<file path="src/rtl/core/literal_text_search_word_bounds_top_defines.svh">
// Assertion macros shared by the word-bounded text search block.
// Included by the modules that check their own control logic; needs no package.
`ifndef LITERAL_TEXT_SEARCH_WORD_BOUNDS_TOP_DEFINES_SVH
`define LITERAL_TEXT_SEARCH_WORD_BOUNDS_TOP_DEFINES_SVH
`ifndef SYNTH
// Expression holds at every clock edge outside reset.
`define LTSWB_ASSERT_ALWAYS(lbl, clk, rst_n, expr) \
    lbl: assert property (@(posedge clk) disable iff (!rst_n) (expr)) \
        else $error("assertion failed");
// Consequent holds in the same cycle as the antecedent.
`define LTSWB_ASSERT_SAME(lbl, clk, rst_n, ante, cons) \
    lbl: assert property (@(posedge clk) disable iff (!rst_n) (ante) |-> (cons)) \
        else $error("assertion failed");
// Consequent holds in the cycle after the antecedent.
`define LTSWB_ASSERT_NEXT(lbl, clk, rst_n, ante, cons) \
    lbl: assert property (@(posedge clk) disable iff (!rst_n) (ante) |=> (cons)) \
        else $error("assertion failed");
`else
`define LTSWB_ASSERT_ALWAYS(lbl, clk, rst_n, expr)
`define LTSWB_ASSERT_SAME(lbl, clk, rst_n, ante, cons)
`define LTSWB_ASSERT_NEXT(lbl, clk, rst_n, ante, cons)
`endif
`endif

</file>
<file path="src/rtl/core/ltswb_pkg.sv">
// Shared types, codes and character helpers of the word-bounded text search block.
// No dependencies; imported by every module of the block.
package ltswb_pkg;

    localparam int NEEDLE_W = 64;
    localparam int START_W  = 24;
    localparam int QDEPTH   = 4;
    localparam int QPTR_W   = $clog2(QDEPTH);
    localparam int QCNT_W   = $clog2(QDEPTH + 1);
    localparam int LEN_REG_W = 5;

    typedef logic [2:0] t_cfg_idx;
    localparam t_cfg_idx CFG_NEEDLE_LOW     = 3'd0;
    localparam t_cfg_idx CFG_NEEDLE_HIGH    = 3'd1;
    localparam t_cfg_idx CFG_NEEDLE_LENGTH  = 3'd2;
    localparam t_cfg_idx CFG_MATCH_MODE     = 3'd3;
    localparam t_cfg_idx CFG_CASE_SENSITIVE = 3'd4;

    typedef enum logic [1:0] {
        MODE_CONTAINS    = 2'd0,
        MODE_WHOLE_WORD  = 2'd1,
        MODE_STARTS_WITH = 2'd2,
        MODE_ENDS_WITH   = 2'd3
    } t_mode;

    localparam logic [7:0] CH_UNDERSCORE = 8'h5F;
    localparam logic [7:0] CH_BACKQUOTE  = 8'h60;
    localparam logic [7:0] CH_BANG       = 8'h21;
    localparam logic [7:0] CASE_OFFSET   = 8'h20;

    // Control part of one queue entry: up to two results caused by one item.
    typedef struct packed {
        logic a_vld;    // resolved pending hit, always found
        logic b_vld;    // end-of-text result: new hit or empty marker
        logic b_found;
        logic last;     // entry closes the text
        logic ovf;
    } t_evt_ctl;

    function automatic logic is_word(input logic [7:0] c);
        logic res;
        case (c) inside
            [8'h61:8'h7A], [8'h41:8'h5A], [8'h30:8'h39], CH_UNDERSCORE, CH_BACKQUOTE:
                res = 1'b1;
            default: res = 1'b0;
        endcase
        return res;
    endfunction

    function automatic logic [7:0] to_lower(input logic [7:0] c);
        logic [7:0] res;
        case (c) inside
            [8'h41:8'h5A]: res = c + CASE_OFFSET;
            default:       res = c;
        endcase
        return res;
    endfunction

    function automatic logic hit_accept(input t_mode mode, input logic before_ok,
                                        input logic after_ok);
        logic res;
        case (mode)
            MODE_WHOLE_WORD:  res = before_ok & after_ok;
            MODE_STARTS_WITH: res = before_ok;
            MODE_ENDS_WITH:   res = after_ok;
            default:          res = 1'b1;
        endcase
        return res;
    endfunction

endpackage

</file>
<file path="src/rtl/core/literal_text_search_word_bounds_top.sv">
// Top level of the whole-word literal text search block.
// Depends on ltswb_pkg, ltswb_front, ltswb_queue and ltswb_back.
//
// Text enters one character per item on the push/full side; an item is taken
// at a clock edge with push high and full low. Results leave on the empty/pop
// side: the oldest result sits on the o_ ports while empty is low and is taken
// at an edge with pop high. The user writes registers via i_cfg_we, i_cfg_idx
// and i_cfg_wdata only while no text is in flight; the block does no check.
// The front takes one character every cycle while full is low, comparing a
// full needle window in parallel; its results enter a four-entry queue at the
// same edge, then reach the outputs. A hit is known one character after its
// end (the after-boundary needs that character) or at the end of the text.
// The last result of a text has text_done set; a text without accepted hits
// yields one result with match_found low.
// Only the final character of a text can cause two results; the back side
// hands them out in turn while the queue absorbs the extra one, so a
// receiver that pops every cycle never stalls the input.
// When the receiver stalls the queue fills and full rises after four waiting
// entries. Reset clears the queue and the text state and restores register
// defaults.
module literal_text_search_word_bounds_top #(
    parameter int MAX_NEEDLE = 16,
    parameter int POS_BITS   = 24
) (
    input  logic                              i_clk,
    input  logic                              i_rst_n,
    input  logic                              push,
    output logic                              full,
    input  logic [7:0]                        i_text_char,
    input  logic                              i_text_last,
    output logic                              empty,
    input  logic                              pop,
    output logic                              o_match_found,
    output logic [ltswb_pkg::START_W-1:0]     o_match_start,
    output logic                              o_text_done,
    output logic                              o_position_overflow,
    input  logic                              i_cfg_we,
    input  ltswb_pkg::t_cfg_idx               i_cfg_idx,
    input  logic [ltswb_pkg::NEEDLE_W-1:0]    i_cfg_wdata
);
    import ltswb_pkg::*;

    logic                accept;
    logic                q_push;
    t_evt_ctl            f_ctl;
    logic [POS_BITS-1:0] f_a_start;
    logic [POS_BITS-1:0] f_b_start;
    logic                q_empty;
    t_evt_ctl            q_ctl;
    logic [POS_BITS-1:0] q_a_start;
    logic [POS_BITS-1:0] q_b_start;
    logic                q_deq;

    assign accept = push & ~full;

    ltswb_front #(
        .MAX_NEEDLE (MAX_NEEDLE),
        .POS_BITS   (POS_BITS)
    ) u_front (
        .i_clk       (i_clk),
        .i_rst_n     (i_rst_n),
        .i_accept    (accept),
        .i_text_char (i_text_char),
        .i_text_last (i_text_last),
        .i_cfg_we    (i_cfg_we),
        .i_cfg_idx   (i_cfg_idx),
        .i_cfg_wdata (i_cfg_wdata),
        .o_push      (q_push),
        .o_ctl       (f_ctl),
        .o_a_start   (f_a_start),
        .o_b_start   (f_b_start)
    );

    ltswb_queue #(
        .POS_BITS (POS_BITS)
    ) u_queue (
        .i_clk     (i_clk),
        .i_rst_n   (i_rst_n),
        .i_push    (q_push),
        .i_ctl     (f_ctl),
        .i_a_start (f_a_start),
        .i_b_start (f_b_start),
        .i_pop     (q_deq),
        .o_full    (full),
        .o_empty   (q_empty),
        .o_ctl     (q_ctl),
        .o_a_start (q_a_start),
        .o_b_start (q_b_start)
    );

    ltswb_back #(
        .POS_BITS (POS_BITS)
    ) u_back (
        .i_clk               (i_clk),
        .i_rst_n             (i_rst_n),
        .i_empty             (q_empty),
        .i_ctl               (q_ctl),
        .i_a_start           (q_a_start),
        .i_b_start           (q_b_start),
        .i_pop               (pop),
        .o_deq               (q_deq),
        .o_empty             (empty),
        .o_match_found       (o_match_found),
        .o_match_start       (o_match_start),
        .o_text_done         (o_text_done),
        .o_position_overflow (o_position_overflow)
    );

endmodule

</file>
<file path="src/rtl/core/ltswb_front.sv">
// Front part: configuration registers, character history, window compare and
// hit filtering. Depends on ltswb_pkg; feeds entries into ltswb_queue.
module ltswb_front #(
    parameter int MAX_NEEDLE = 16,
    parameter int POS_BITS   = 24
) (
    input  logic                               i_clk,
    input  logic                               i_rst_n,
    input  logic                               i_accept,
    input  logic [7:0]                         i_text_char,
    input  logic                               i_text_last,
    input  logic                               i_cfg_we,
    input  ltswb_pkg::t_cfg_idx                i_cfg_idx,
    input  logic [ltswb_pkg::NEEDLE_W-1:0]     i_cfg_wdata,
    output logic                               o_push,
    output ltswb_pkg::t_evt_ctl                o_ctl,
    output logic [POS_BITS-1:0]                o_a_start,
    output logic [POS_BITS-1:0]                o_b_start
);
    import ltswb_pkg::*;

    localparam int LEN_W = $clog2(MAX_NEEDLE + 1);
    localparam int HIST  = MAX_NEEDLE + 1;
    localparam logic [POS_BITS-1:0] POS_MAX = {POS_BITS{1'b1}};

    logic [NEEDLE_W-1:0]  r_needle_low;
    logic [NEEDLE_W-1:0]  r_needle_high;
    logic [LEN_REG_W-1:0] r_len;
    t_mode                r_mode;
    logic                 r_case;

    logic [7:0]          r_hist [MAX_NEEDLE];
    logic [POS_BITS-1:0] r_pos;
    logic [POS_BITS-1:0] r_next;
    logic                r_pend_vld;
    logic [POS_BITS-1:0] r_pend_start;
    logic                r_pend_bok;
    logic                r_ovf;

    logic [7:0]          win [HIST];
    logic [7:0]          win_f [HIST];
    logic [7:0]          ndl_f [MAX_NEEDLE];
    logic [LEN_W-1:0]    n_len;
    logic [POS_BITS:0]   cur1;
    logic [POS_BITS:0]   len_ext;
    logic [POS_BITS:0]   s_full;
    logic [POS_BITS-1:0] s_pos;
    logic [POS_BITS-1:0] n_pos;
    logic                sat;
    logic                ovf_now;
    logic                all_eq;
    logic                hit;
    logic                before_ok;
    logic                after_ok;
    logic                a_vld;
    logic                new_acc;

    always_comb begin
        logic [2*NEEDLE_W-1:0] ndl;
        ndl = {r_needle_high, r_needle_low};
        win[0] = i_text_char;
        for (int k = 1; k < HIST; k++) begin
            win[k] = r_hist[k-1];
        end
        for (int k = 0; k < HIST; k++) begin
            win_f[k] = r_case ? win[k] : to_lower(win[k]);
        end
        for (int j = 0; j < MAX_NEEDLE; j++) begin
            ndl_f[j] = r_case ? ndl[8*j +: 8] : to_lower(ndl[8*j +: 8]);
        end
    end

    assign n_len = (r_len > LEN_REG_W'(MAX_NEEDLE)) ? LEN_W'(MAX_NEEDLE) : LEN_W'(r_len);

    assign sat     = (r_pos == POS_MAX);
    assign ovf_now = r_ovf | sat;
    assign n_pos   = sat ? r_pos : r_pos + POS_BITS'(1);
    assign cur1    = {1'b0, r_pos} + (POS_BITS+1)'(1);
    assign len_ext = (POS_BITS+1)'(n_len);
    assign s_full  = cur1 - len_ext;
    assign s_pos   = s_full[POS_BITS-1:0];

    // Needle character j lines up with the window slot n-1-j.
    always_comb begin
        logic [LEN_W-1:0] idx;
        all_eq = 1'b1;
        idx    = '0;
        for (int j = 0; j < MAX_NEEDLE; j++) begin
            idx = n_len - LEN_W'(j) - LEN_W'(1);
            if ((LEN_W'(j) < n_len) && (win_f[idx] != ndl_f[j])) begin
                all_eq = 1'b0;
            end
        end
    end

    assign hit       = (n_len != '0) && (cur1 >= len_ext) && (s_pos >= r_next) && all_eq;
    assign before_ok = (s_pos == '0) || !is_word(win[n_len]);
    assign after_ok  = !is_word(i_text_char) && (i_text_char != CH_BANG);
    assign a_vld     = r_pend_vld & hit_accept(r_mode, r_pend_bok, after_ok);
    assign new_acc   = hit & hit_accept(r_mode, before_ok, 1'b1);

    always_comb begin
        o_ctl.a_vld   = a_vld;
        o_ctl.b_vld   = i_text_last & (new_acc | ~a_vld);
        o_ctl.b_found = new_acc;
        o_ctl.last    = i_text_last;
        o_ctl.ovf     = ovf_now;
        o_a_start     = r_pend_start;
        o_b_start     = new_acc ? s_pos : '0;
        o_push        = i_accept & (o_ctl.a_vld | o_ctl.b_vld);
    end

    always_ff @(posedge i_clk) begin
        if (!i_rst_n) begin
            r_needle_low  <= '0;
            r_needle_high <= '0;
            r_len         <= '0;
            r_mode        <= MODE_CONTAINS;
            r_case        <= 1'b1;
        end else if (i_cfg_we) begin
            case (i_cfg_idx)
                CFG_NEEDLE_LOW:     r_needle_low  <= i_cfg_wdata;
                CFG_NEEDLE_HIGH:    r_needle_high <= i_cfg_wdata;
                CFG_NEEDLE_LENGTH:  r_len         <= i_cfg_wdata[LEN_REG_W-1:0];
                CFG_MATCH_MODE:     r_mode        <= t_mode'(i_cfg_wdata[1:0]);
                CFG_CASE_SENSITIVE: r_case        <= i_cfg_wdata[0];
                default: ;
            endcase
        end
    end

    always_ff @(posedge i_clk) begin
        if (!i_rst_n) begin
            r_pos      <= '0;
            r_next     <= '0;
            r_pend_vld <= 1'b0;
            r_pend_bok <= 1'b0;
            r_ovf      <= 1'b0;
        end else if (i_accept) begin
            if (i_text_last) begin
                r_pos      <= '0;
                r_next     <= '0;
                r_pend_vld <= 1'b0;
                r_pend_bok <= 1'b0;
                r_ovf      <= 1'b0;
            end else begin
                r_pos      <= n_pos;
                r_ovf      <= ovf_now;
                r_pend_vld <= hit;
                if (hit) begin
                    // The hit ends at the current character, so the next start
                    // may be no earlier than the following offset.
                    r_next     <= n_pos;
                    r_pend_bok <= before_ok;
                end
            end
        end
    end

    always_ff @(posedge i_clk) begin
        if (i_accept) begin
            r_hist[0] <= i_text_char;
            for (int k = 1; k < MAX_NEEDLE; k++) begin
                r_hist[k] <= r_hist[k-1];
            end
            if (hit) begin
                r_pend_start <= s_pos;
            end
        end
    end

endmodule

</file>
<file path="src/rtl/core/ltswb_queue.sv">
// Short queue of result entries between the front and back parts.
// Depends on ltswb_pkg and the assertion macro header.
`include "literal_text_search_word_bounds_top_defines.svh"
module ltswb_queue #(
    parameter int POS_BITS = 24
) (
    input  logic                i_clk,
    input  logic                i_rst_n,
    input  logic                i_push,
    input  ltswb_pkg::t_evt_ctl i_ctl,
    input  logic [POS_BITS-1:0] i_a_start,
    input  logic [POS_BITS-1:0] i_b_start,
    input  logic                i_pop,
    output logic                o_full,
    output logic                o_empty,
    output ltswb_pkg::t_evt_ctl o_ctl,
    output logic [POS_BITS-1:0] o_a_start,
    output logic [POS_BITS-1:0] o_b_start
);
    import ltswb_pkg::*;

    t_evt_ctl            r_ctl   [QDEPTH];
    logic [POS_BITS-1:0] r_a     [QDEPTH];
    logic [POS_BITS-1:0] r_b     [QDEPTH];
    logic [QPTR_W-1:0]   r_wptr;
    logic [QPTR_W-1:0]   r_rptr;
    logic [QCNT_W-1:0]   r_count;
    logic                do_pop;

    assign o_full    = (r_count == QCNT_W'(QDEPTH));
    assign o_empty   = (r_count == '0);
    assign do_pop    = i_pop & ~o_empty;
    assign o_ctl     = r_ctl[r_rptr];
    assign o_a_start = r_a[r_rptr];
    assign o_b_start = r_b[r_rptr];

    always_ff @(posedge i_clk) begin
        if (i_push) begin
            r_ctl[r_wptr] <= i_ctl;
            r_a[r_wptr]   <= i_a_start;
            r_b[r_wptr]   <= i_b_start;
        end
    end

    always_ff @(posedge i_clk) begin
        if (!i_rst_n) begin
            r_wptr  <= '0;
            r_rptr  <= '0;
            r_count <= '0;
        end else begin
            if (i_push) begin
                r_wptr <= r_wptr + QPTR_W'(1);
            end
            if (do_pop) begin
                r_rptr <= r_rptr + QPTR_W'(1);
            end
            case ({i_push, do_pop})
                2'b10:   r_count <= r_count + QCNT_W'(1);
                2'b01:   r_count <= r_count - QCNT_W'(1);
                default: r_count <= r_count;
            endcase
        end
    end

    `LTSWB_ASSERT_ALWAYS(a_count_bound, i_clk, i_rst_n, r_count <= QCNT_W'(QDEPTH))
    `LTSWB_ASSERT_SAME(a_no_push_full, i_clk, i_rst_n, i_push, !o_full)
    `LTSWB_ASSERT_SAME(a_entry_has_result, i_clk, i_rst_n, i_push, i_ctl.a_vld || i_ctl.b_vld)

endmodule

</file>
<file path="src/rtl/core/ltswb_back.sv">
// Back part: walks each queue entry and presents its results one item at a time.
// Depends on ltswb_pkg and the assertion macro header; reads ltswb_queue's head.
`include "literal_text_search_word_bounds_top_defines.svh"
module ltswb_back #(
    parameter int POS_BITS = 24
) (
    input  logic                              i_clk,
    input  logic                              i_rst_n,
    input  logic                              i_empty,
    input  ltswb_pkg::t_evt_ctl               i_ctl,
    input  logic [POS_BITS-1:0]               i_a_start,
    input  logic [POS_BITS-1:0]               i_b_start,
    input  logic                              i_pop,
    output logic                              o_deq,
    output logic                              o_empty,
    output logic                              o_match_found,
    output logic [ltswb_pkg::START_W-1:0]     o_match_start,
    output logic                              o_text_done,
    output logic                              o_position_overflow
);
    import ltswb_pkg::*;

    logic r_sub;
    logic at_a;
    logic take;

    // The first slot is shown only while it holds a hit and has not gone yet.
    assign at_a    = i_ctl.a_vld & ~r_sub;
    assign take    = i_pop & ~i_empty;
    assign o_deq   = take & ~(at_a & i_ctl.b_vld);
    assign o_empty = i_empty;

    always_comb begin
        o_match_found       = at_a ? 1'b1 : i_ctl.b_found;
        o_match_start       = at_a ? START_W'(i_a_start) : START_W'(i_b_start);
        o_text_done         = at_a ? (i_ctl.last & ~i_ctl.b_vld) : i_ctl.last;
        o_position_overflow = i_ctl.ovf;
    end

    always_ff @(posedge i_clk) begin
        if (!i_rst_n) begin
            r_sub <= 1'b0;
        end else if (take) begin
            r_sub <= at_a & i_ctl.b_vld;
        end
    end

    `LTSWB_ASSERT_SAME(a_sub_on_pair, i_clk, i_rst_n, r_sub,
        !i_empty && i_ctl.a_vld && i_ctl.b_vld)
    `LTSWB_ASSERT_NEXT(a_done_ends_entry, i_clk, i_rst_n, take && o_text_done, !r_sub)
    `LTSWB_ASSERT_SAME(a_empty_marker, i_clk, i_rst_n, !i_empty && !o_match_found,
        o_text_done && (o_match_start == '0))

endmodule

</file>
<file path="config.mk">
export PLATFORM = sky130hd
export DESIGN_NAME = literal_text_search_word_bounds_top
export DESIGN_NICKNAME = d
export VERILOG_FILES = /design/src/rtl/core/ltswb_pkg.sv /design/src/rtl/core/literal_text_search_word_bounds_top.sv /design/src/rtl/core/ltswb_front.sv /design/src/rtl/core/ltswb_queue.sv /design/src/rtl/core/ltswb_back.sv
export VERILOG_INCLUDE_DIRS = /design/src /design/src/rtl/core
export SDC_FILE = /design/constraint.sdc
export NUM_CORES = 1
export LEC_CHECK = 0
export BUFFER_PORTS_ARGS = -buffer_cell sky130_fd_sc_hd__buf_2
export CAP_MARGIN = 20
export CORE_MARGIN = 4
export CORE_UTILIZATION = 50
export CTS_BUF_LIST = sky130_fd_sc_hd__clkbuf_16
export CTS_CLUSTER_SIZE = 16
export DETAILED_ROUTE_END_ITERATION = 8
export HOLD_SLACK_MARGIN = 0.15
export PLACE_DENSITY = 0.64
export SLEW_MARGIN = 20
export SYNTH_ARGS = -nofsm -noshare
export SYNTH_HDL_FRONTEND = slang
export SYNTH_SLANG_ARGS = --single-unit
</file>
<file path="constraint.sdc">
create_clock -name i_clk -period 18.1 [get_ports i_clk]
set_clock_uncertainty 0.15 [all_clocks]
set_input_delay 3.62 -clock i_clk [delete_from_list [all_inputs] [get_ports i_clk]]
set_output_delay 3.62 -clock i_clk [all_outputs]
set_load 0.02 [all_outputs]
</file>
==> results.md <==
Clock network:
- After clock tree synthesis, the flow added hold-fix buffers numbering 0.
- The tree is rooted in a sky130_fd_sc_hd__clkbuf_16.
- The number of buffers on the longest clock path is 3.
- The clock buffer count from CTS is 60.
- CTS saw 561 sinks.
- TritonCTS built the clock tree.
- After clock tree synthesis, the repair step resized 0 gates.
- The clock-pin slew on the worst setup and hold paths is 60 ps.
- The H-tree was split into 2 levels.
- Post-CTS timing repair inserted 0 buffers for setup.
- The clock network latency to the later pin of the worst-skew pair is 700 ps.

Min path:
- The worst-case hold path end point is u_front.r_needle_low[31].
- The min-delay analysis places its worst path in the category flop to flop.
- The worst hold path was traced through 2 stages.
- The worst hold path begins at u_front.r_needle_low[31].

Floorplan:
- 110 I/O pins were placed.
- The starting density of the core is 0.5062.
- After floorplanning, the core was sized to cover 79130 sq um.
- In this run the vertical extent of the chip is 291.0 um.
- The die outline area is 84700 sq um.
- The width of the die is 291.0 um.
- The row count is 103.

Yosys:
- In the synthesized netlist the async set-or-reset flop fraction comes to 0.
- The fraction of synthesized cell area taken by the top area cell type is 0.2729.
- Yosys printed 0 warnings.
- The mean post-synth cell area is 9.372 sq um.
- In this run the cell area of the synthesized design comes to 40050 sq um.
- The count of unique library cells instantiated by Yosys is 105.
- In the synthesized netlist, the cells that appear most often are 575 x sky130_fd_sc_hd__nand2_1, 364 x sky130_fd_sc_hd__edfxtp_1, 224 x sky130_fd_sc_hd__clkbuf_1.
- By area the synthesized netlist is led by sky130_fd_sc_hd__edfxtp_1 27%, sky130_fd_sc_hd__dfxtp_1 9.8%, sky130_fd_sc_hd__mux4_2 6.6%, sky130_fd_sc_hd__nand2_1 5.4%, sky130_fd_sc_hd__mux2i_1 4.7%.
- The part of the Yosys area used for sequential elements is 0.3713.
- The synthesis-stage register bit count is 561.
- In the synthesized netlist the dominant register cell turns out to be sky130_fd_sc_hd__edfxtp_1.
- After technology mapping, the gate count stands at 4274.
- The most frequently used cell type in the post-synthesis netlist is sky130_fd_sc_hd__nand2_1.
- Synthesis produced a netlist with a net count of 4442.
- Yosys mapped a number of flops with a built-in enable equal to 364.
- The most area-hungry cell type in the Yosys netlist is sky130_fd_sc_hd__edfxtp_1.

Global route:
- The initial antenna violation count was 4.
- Entering global routing, the biggest net connects 92 pins.
- For this run the aggregate overflow at the end of global routing stands at 0.
- The total global-route track usage is 0.4072.
- The global-route wire length before repair is 256000 um.
- The via count of the first global-routing pass is 35420.

Final layout:
- The sequential cells in the finished layout cover a total of 14890 sq um.
- Measured on the finished design, the core utilization comes to 0.5517.
- In the final layout, the share of cells above drive strength 1 is 0.1409.
- At the end of the flow, the number of nets in the layout was 4404.
- The area growth from synthesis to layout is 8.996%.
- Counting the fill cells in the layout gives 7149.
- The footprint of the multi-input gates is 23480 sq um.
- The number of antenna diodes is 0.

Placement:
- Detailed placement finished with a half-perimeter wire length of 131400 um.
- At the end of routability-driven placement, the weighted congestion stood at 1.124.
- The number of I/O port buffers is 109.

STA:
- The worst path in the final design needs a cycle of 9136 ps, including I/O delays and setup.
- The setup TNS after final layout is 0 ps.
- The final max-slew violation count is 0.
- The period utilization is 0.5047.
- The timing-limited maximum frequency is 109.5 MHz.
- The final hold violation count was 0.
- At the pin with the least slew margin, the transition time is 1275 ps.
- Final hold analysis gives a worst-case slack of 329.8 ps.
- Headroom to the max-slew limit came out at 0.1419.
- Setup repair after global routing left no endpoint under its margin.
- Setup violations remaining at the end of the flow were counted as 0.

Routing:
- The total number of vias is 37670.
- The post-detailed-route via-to-cell ratio is 7.068.
- After detailed routing, the total wire length is 178600 um.
- The first TritonRoute pass finished after 6 iterations.
- The number of routed nets with antenna violations is 0.
- The number of remaining DRC errors is 0.
- The number of DRC violations after detailed-routing iteration 0 is 4754.
- The average detailed-routed wire length per instance is 33.50 um.

Setup path:
- The type of element launching the critical path is a flop.
- STA puts the critical path data arrival time at 9470 ps.
- The category of the critical setup timing path is flop to flop.
- The capturing point of the worst reg2reg path is u_queue.r_b[2][18].
- The endpoint kind of the worst setup timing path is a flop.
- Data on the critical path is required at its endpoint by 18430 ps.
- The largest fanout of any net on the critical path is 36.
- The worst register-to-register path has a depth of 20.
- Across all register-to-register paths, the minimum setup slack is 8960 ps.
- The startpoint of the worst-slack reg-to-reg timing path is u_front.r_len[0].

Pwr:
- Cell internal power was estimated by the tool at 2.518 mW.
- Of the total power, registers draw 0.408.
- Of the total power, the clock network draws 0.328.
- The cell leakage power is 15.18 nW.
- In this run the power spent charging and discharging nets is 1.324 mW.
- Power spread over the standard cell area amounts to 87.99 nW/um^2.
- The share of total power consumed by net switching is 0.3446.
- The portion of total power attributed to combinational logic is 0.264.
- VDD sags by at most 0.07571 mV.

Status:
- The flow ran to the end, and the final reports show no timing, DRC or antenna violations.

Flow run:
- The number of violations of the max-capacitance limit is 0.
-- state kept, by name, indices dropped and copies added (netlist names), named ones only --
name	count
u_front.r_pend_bok	1
u_front.r_next	24
u_front.r_pos	24
u_front.r_case	1
u_front.r_ovf	1
u_queue.r_rptr	2
u_front.o_a_start	24
u_front.r_mode	2
u_front.r_hist	128
u_front.r_needle_low	64
u_front.r_needle_high	64
u_queue.r_b	96
u_front.r_pend_vld	1
u_queue.r_wptr	2
u_back.r_sub	1
u_queue.r_ctl	20
u_front.r_len	5
u_queue.r_count	3
u_queue.r_a	96
-- routing by layer --
metal,global-route usage,share of wire
met4,0.3090,0.097
met2,0.6307,0.44
met5,0,0.000073
met1,0.4992,0.37
met3,0.08560,0.097
-- final cells by class --
type | instances | area share
well taps | 1050 | 0.03009
clock buffers | 60 | 0.03439
flip-flops and latches | 561 | 0.3410
clock inverters | 46 | 0.01138
repair buffers | 227 | 0.03293
multi-input cells | 3244 | 0.5377
inverters | 142 | 0.01255
-- layout by cell type (no fill, tap or decap), types with 39 or more instances in the layout --
master and count:
sky130_fd_sc_hd__o21ai_0 132, sky130_fd_sc_hd__buf_2 108, sky130_fd_sc_hd__nor2b_1 49, sky130_fd_sc_hd__ha_1 83, sky130_fd_sc_hd__xnor2_1 82, sky130_fd_sc_hd__and2_1 45, sky130_fd_sc_hd__a31oi_1 62, sky130_fd_sc_hd__a21oi_1 184
sky130_fd_sc_hd__o22ai_1 67, sky130_fd_sc_hd__inv_1 136, sky130_fd_sc_hd__o2111ai_1 39, sky130_fd_sc_hd__a22oi_1 44, sky130_fd_sc_hd__a211oi_1 50, sky130_fd_sc_hd__mux4_2 117, sky130_fd_sc_hd__dfxtp_1 192, sky130_fd_sc_hd__a21boi_0 137
sky130_fd_sc_hd__nand3_1 135, sky130_fd_sc_hd__buf_4 117, sky130_fd_sc_hd__o211ai_1 84, sky130_fd_sc_hd__nor2_1 217, sky130_fd_sc_hd__edfxtp_1 364, sky130_fd_sc_hd__mux2i_1 185, sky130_fd_sc_hd__xor2_1 64, sky130_fd_sc_hd__clkbuf_16 60
sky130_fd_sc_hd__mux2_2 53, sky130_fd_sc_hd__nand2_1 574, sky130_fd_sc_hd__nor3_1 129
-- power groups by stage --
| stage | Clock, mW | Combinational [mW] | Sequential [mW] |
|---|---|---|---|
| global placement | 0 | 0.981 | 1.58 |
| finish | 1.26 | 1.02 | 1.57 |
| floorplan | 0 | 0.623 | 1.52 |
| detailed placement | 0 | 0.985 | 1.58 |
| CTS | 1.28 | 0.990 | 1.56 |
| global route | 1.33 | 1.06 | 1.57 |
-- worst max path at each step --
stage,cells after the start,slack [ps],end,from
after floorplan,14,9770,u_front.o_a_start[0],i_text_char[4]
after global placement,15,9100,u_queue.r_b[0][10],i_text_char[4]
after detailed placement,15,9040,u_queue.r_b[0][5],i_text_char[4]
after CTS,20,9350,u_queue.r_b[2][5],u_front.r_len[0]
after global routing,20,8790,u_queue.r_b[2][18],u_front.r_len[0]
final,20,8960,u_queue.r_b[2][18],u_front.r_len[0]
-- metrics by stage --
stage / cell area, sq um / cells / total power, mW / worst slack, ps
detailed placement: 41650 / 5223 / 2.568 / 9043
finish: 43660 / 5330 / 3.842 / 8964
global route: 43660 / 5330 / 3.957 / 8790
floorplan: 40050 / 4274 / 2.148 / 9770
global placement: 41640 / 5223 / 2.562 / 9104
CTS: 43650 / 5329 / 3.825 / 9350
-- worst max-delay path, stage by stage (launching register included) --
cell and delay [ps]:
sky130_fd_sc_hd__dfxtp_1 310, sky130_fd_sc_hd__buf_4 500, sky130_fd_sc_hd__nand2b_4 510, sky130_fd_sc_hd__inv_4 590, sky130_fd_sc_hd__buf_4 420, sky130_fd_sc_hd__ha_1 630, sky130_fd_sc_hd__nor2b_1 400, sky130_fd_sc_hd__or3_1 520
sky130_fd_sc_hd__buf_4 430, sky130_fd_sc_hd__mux2_2 380, sky130_fd_sc_hd__o32a_1 330, sky130_fd_sc_hd__nand3_1 100, sky130_fd_sc_hd__xor2_1 70, sky130_fd_sc_hd__a2111oi_0 660, sky130_fd_sc_hd__nand4_1 230, sky130_fd_sc_hd__o32a_1 370
sky130_fd_sc_hd__a2111oi_1 410, sky130_fd_sc_hd__o2111ai_2 190, sky130_fd_sc_hd__buf_4 300, sky130_fd_sc_hd__nor3_4 920, sky130_fd_sc_hd__and2_1 310
-- logic make-up (layout without fill, tap and decap cells) --
kind of cell,count (synthesis),after routing,synth area share
DFF,561,561,0.3713
muxes,357,357,0.1274
and+or+nand+nor,1445,1445,0.1732
buffers and inverters,469,475,0.04814
adders and majority gates,87,87,0.02755
AOI/OAI and AO/OA,1202,1202,0.2174
xor gates and xnor gates,153,153,0.03499
Power figures use the tool's default switching activity.
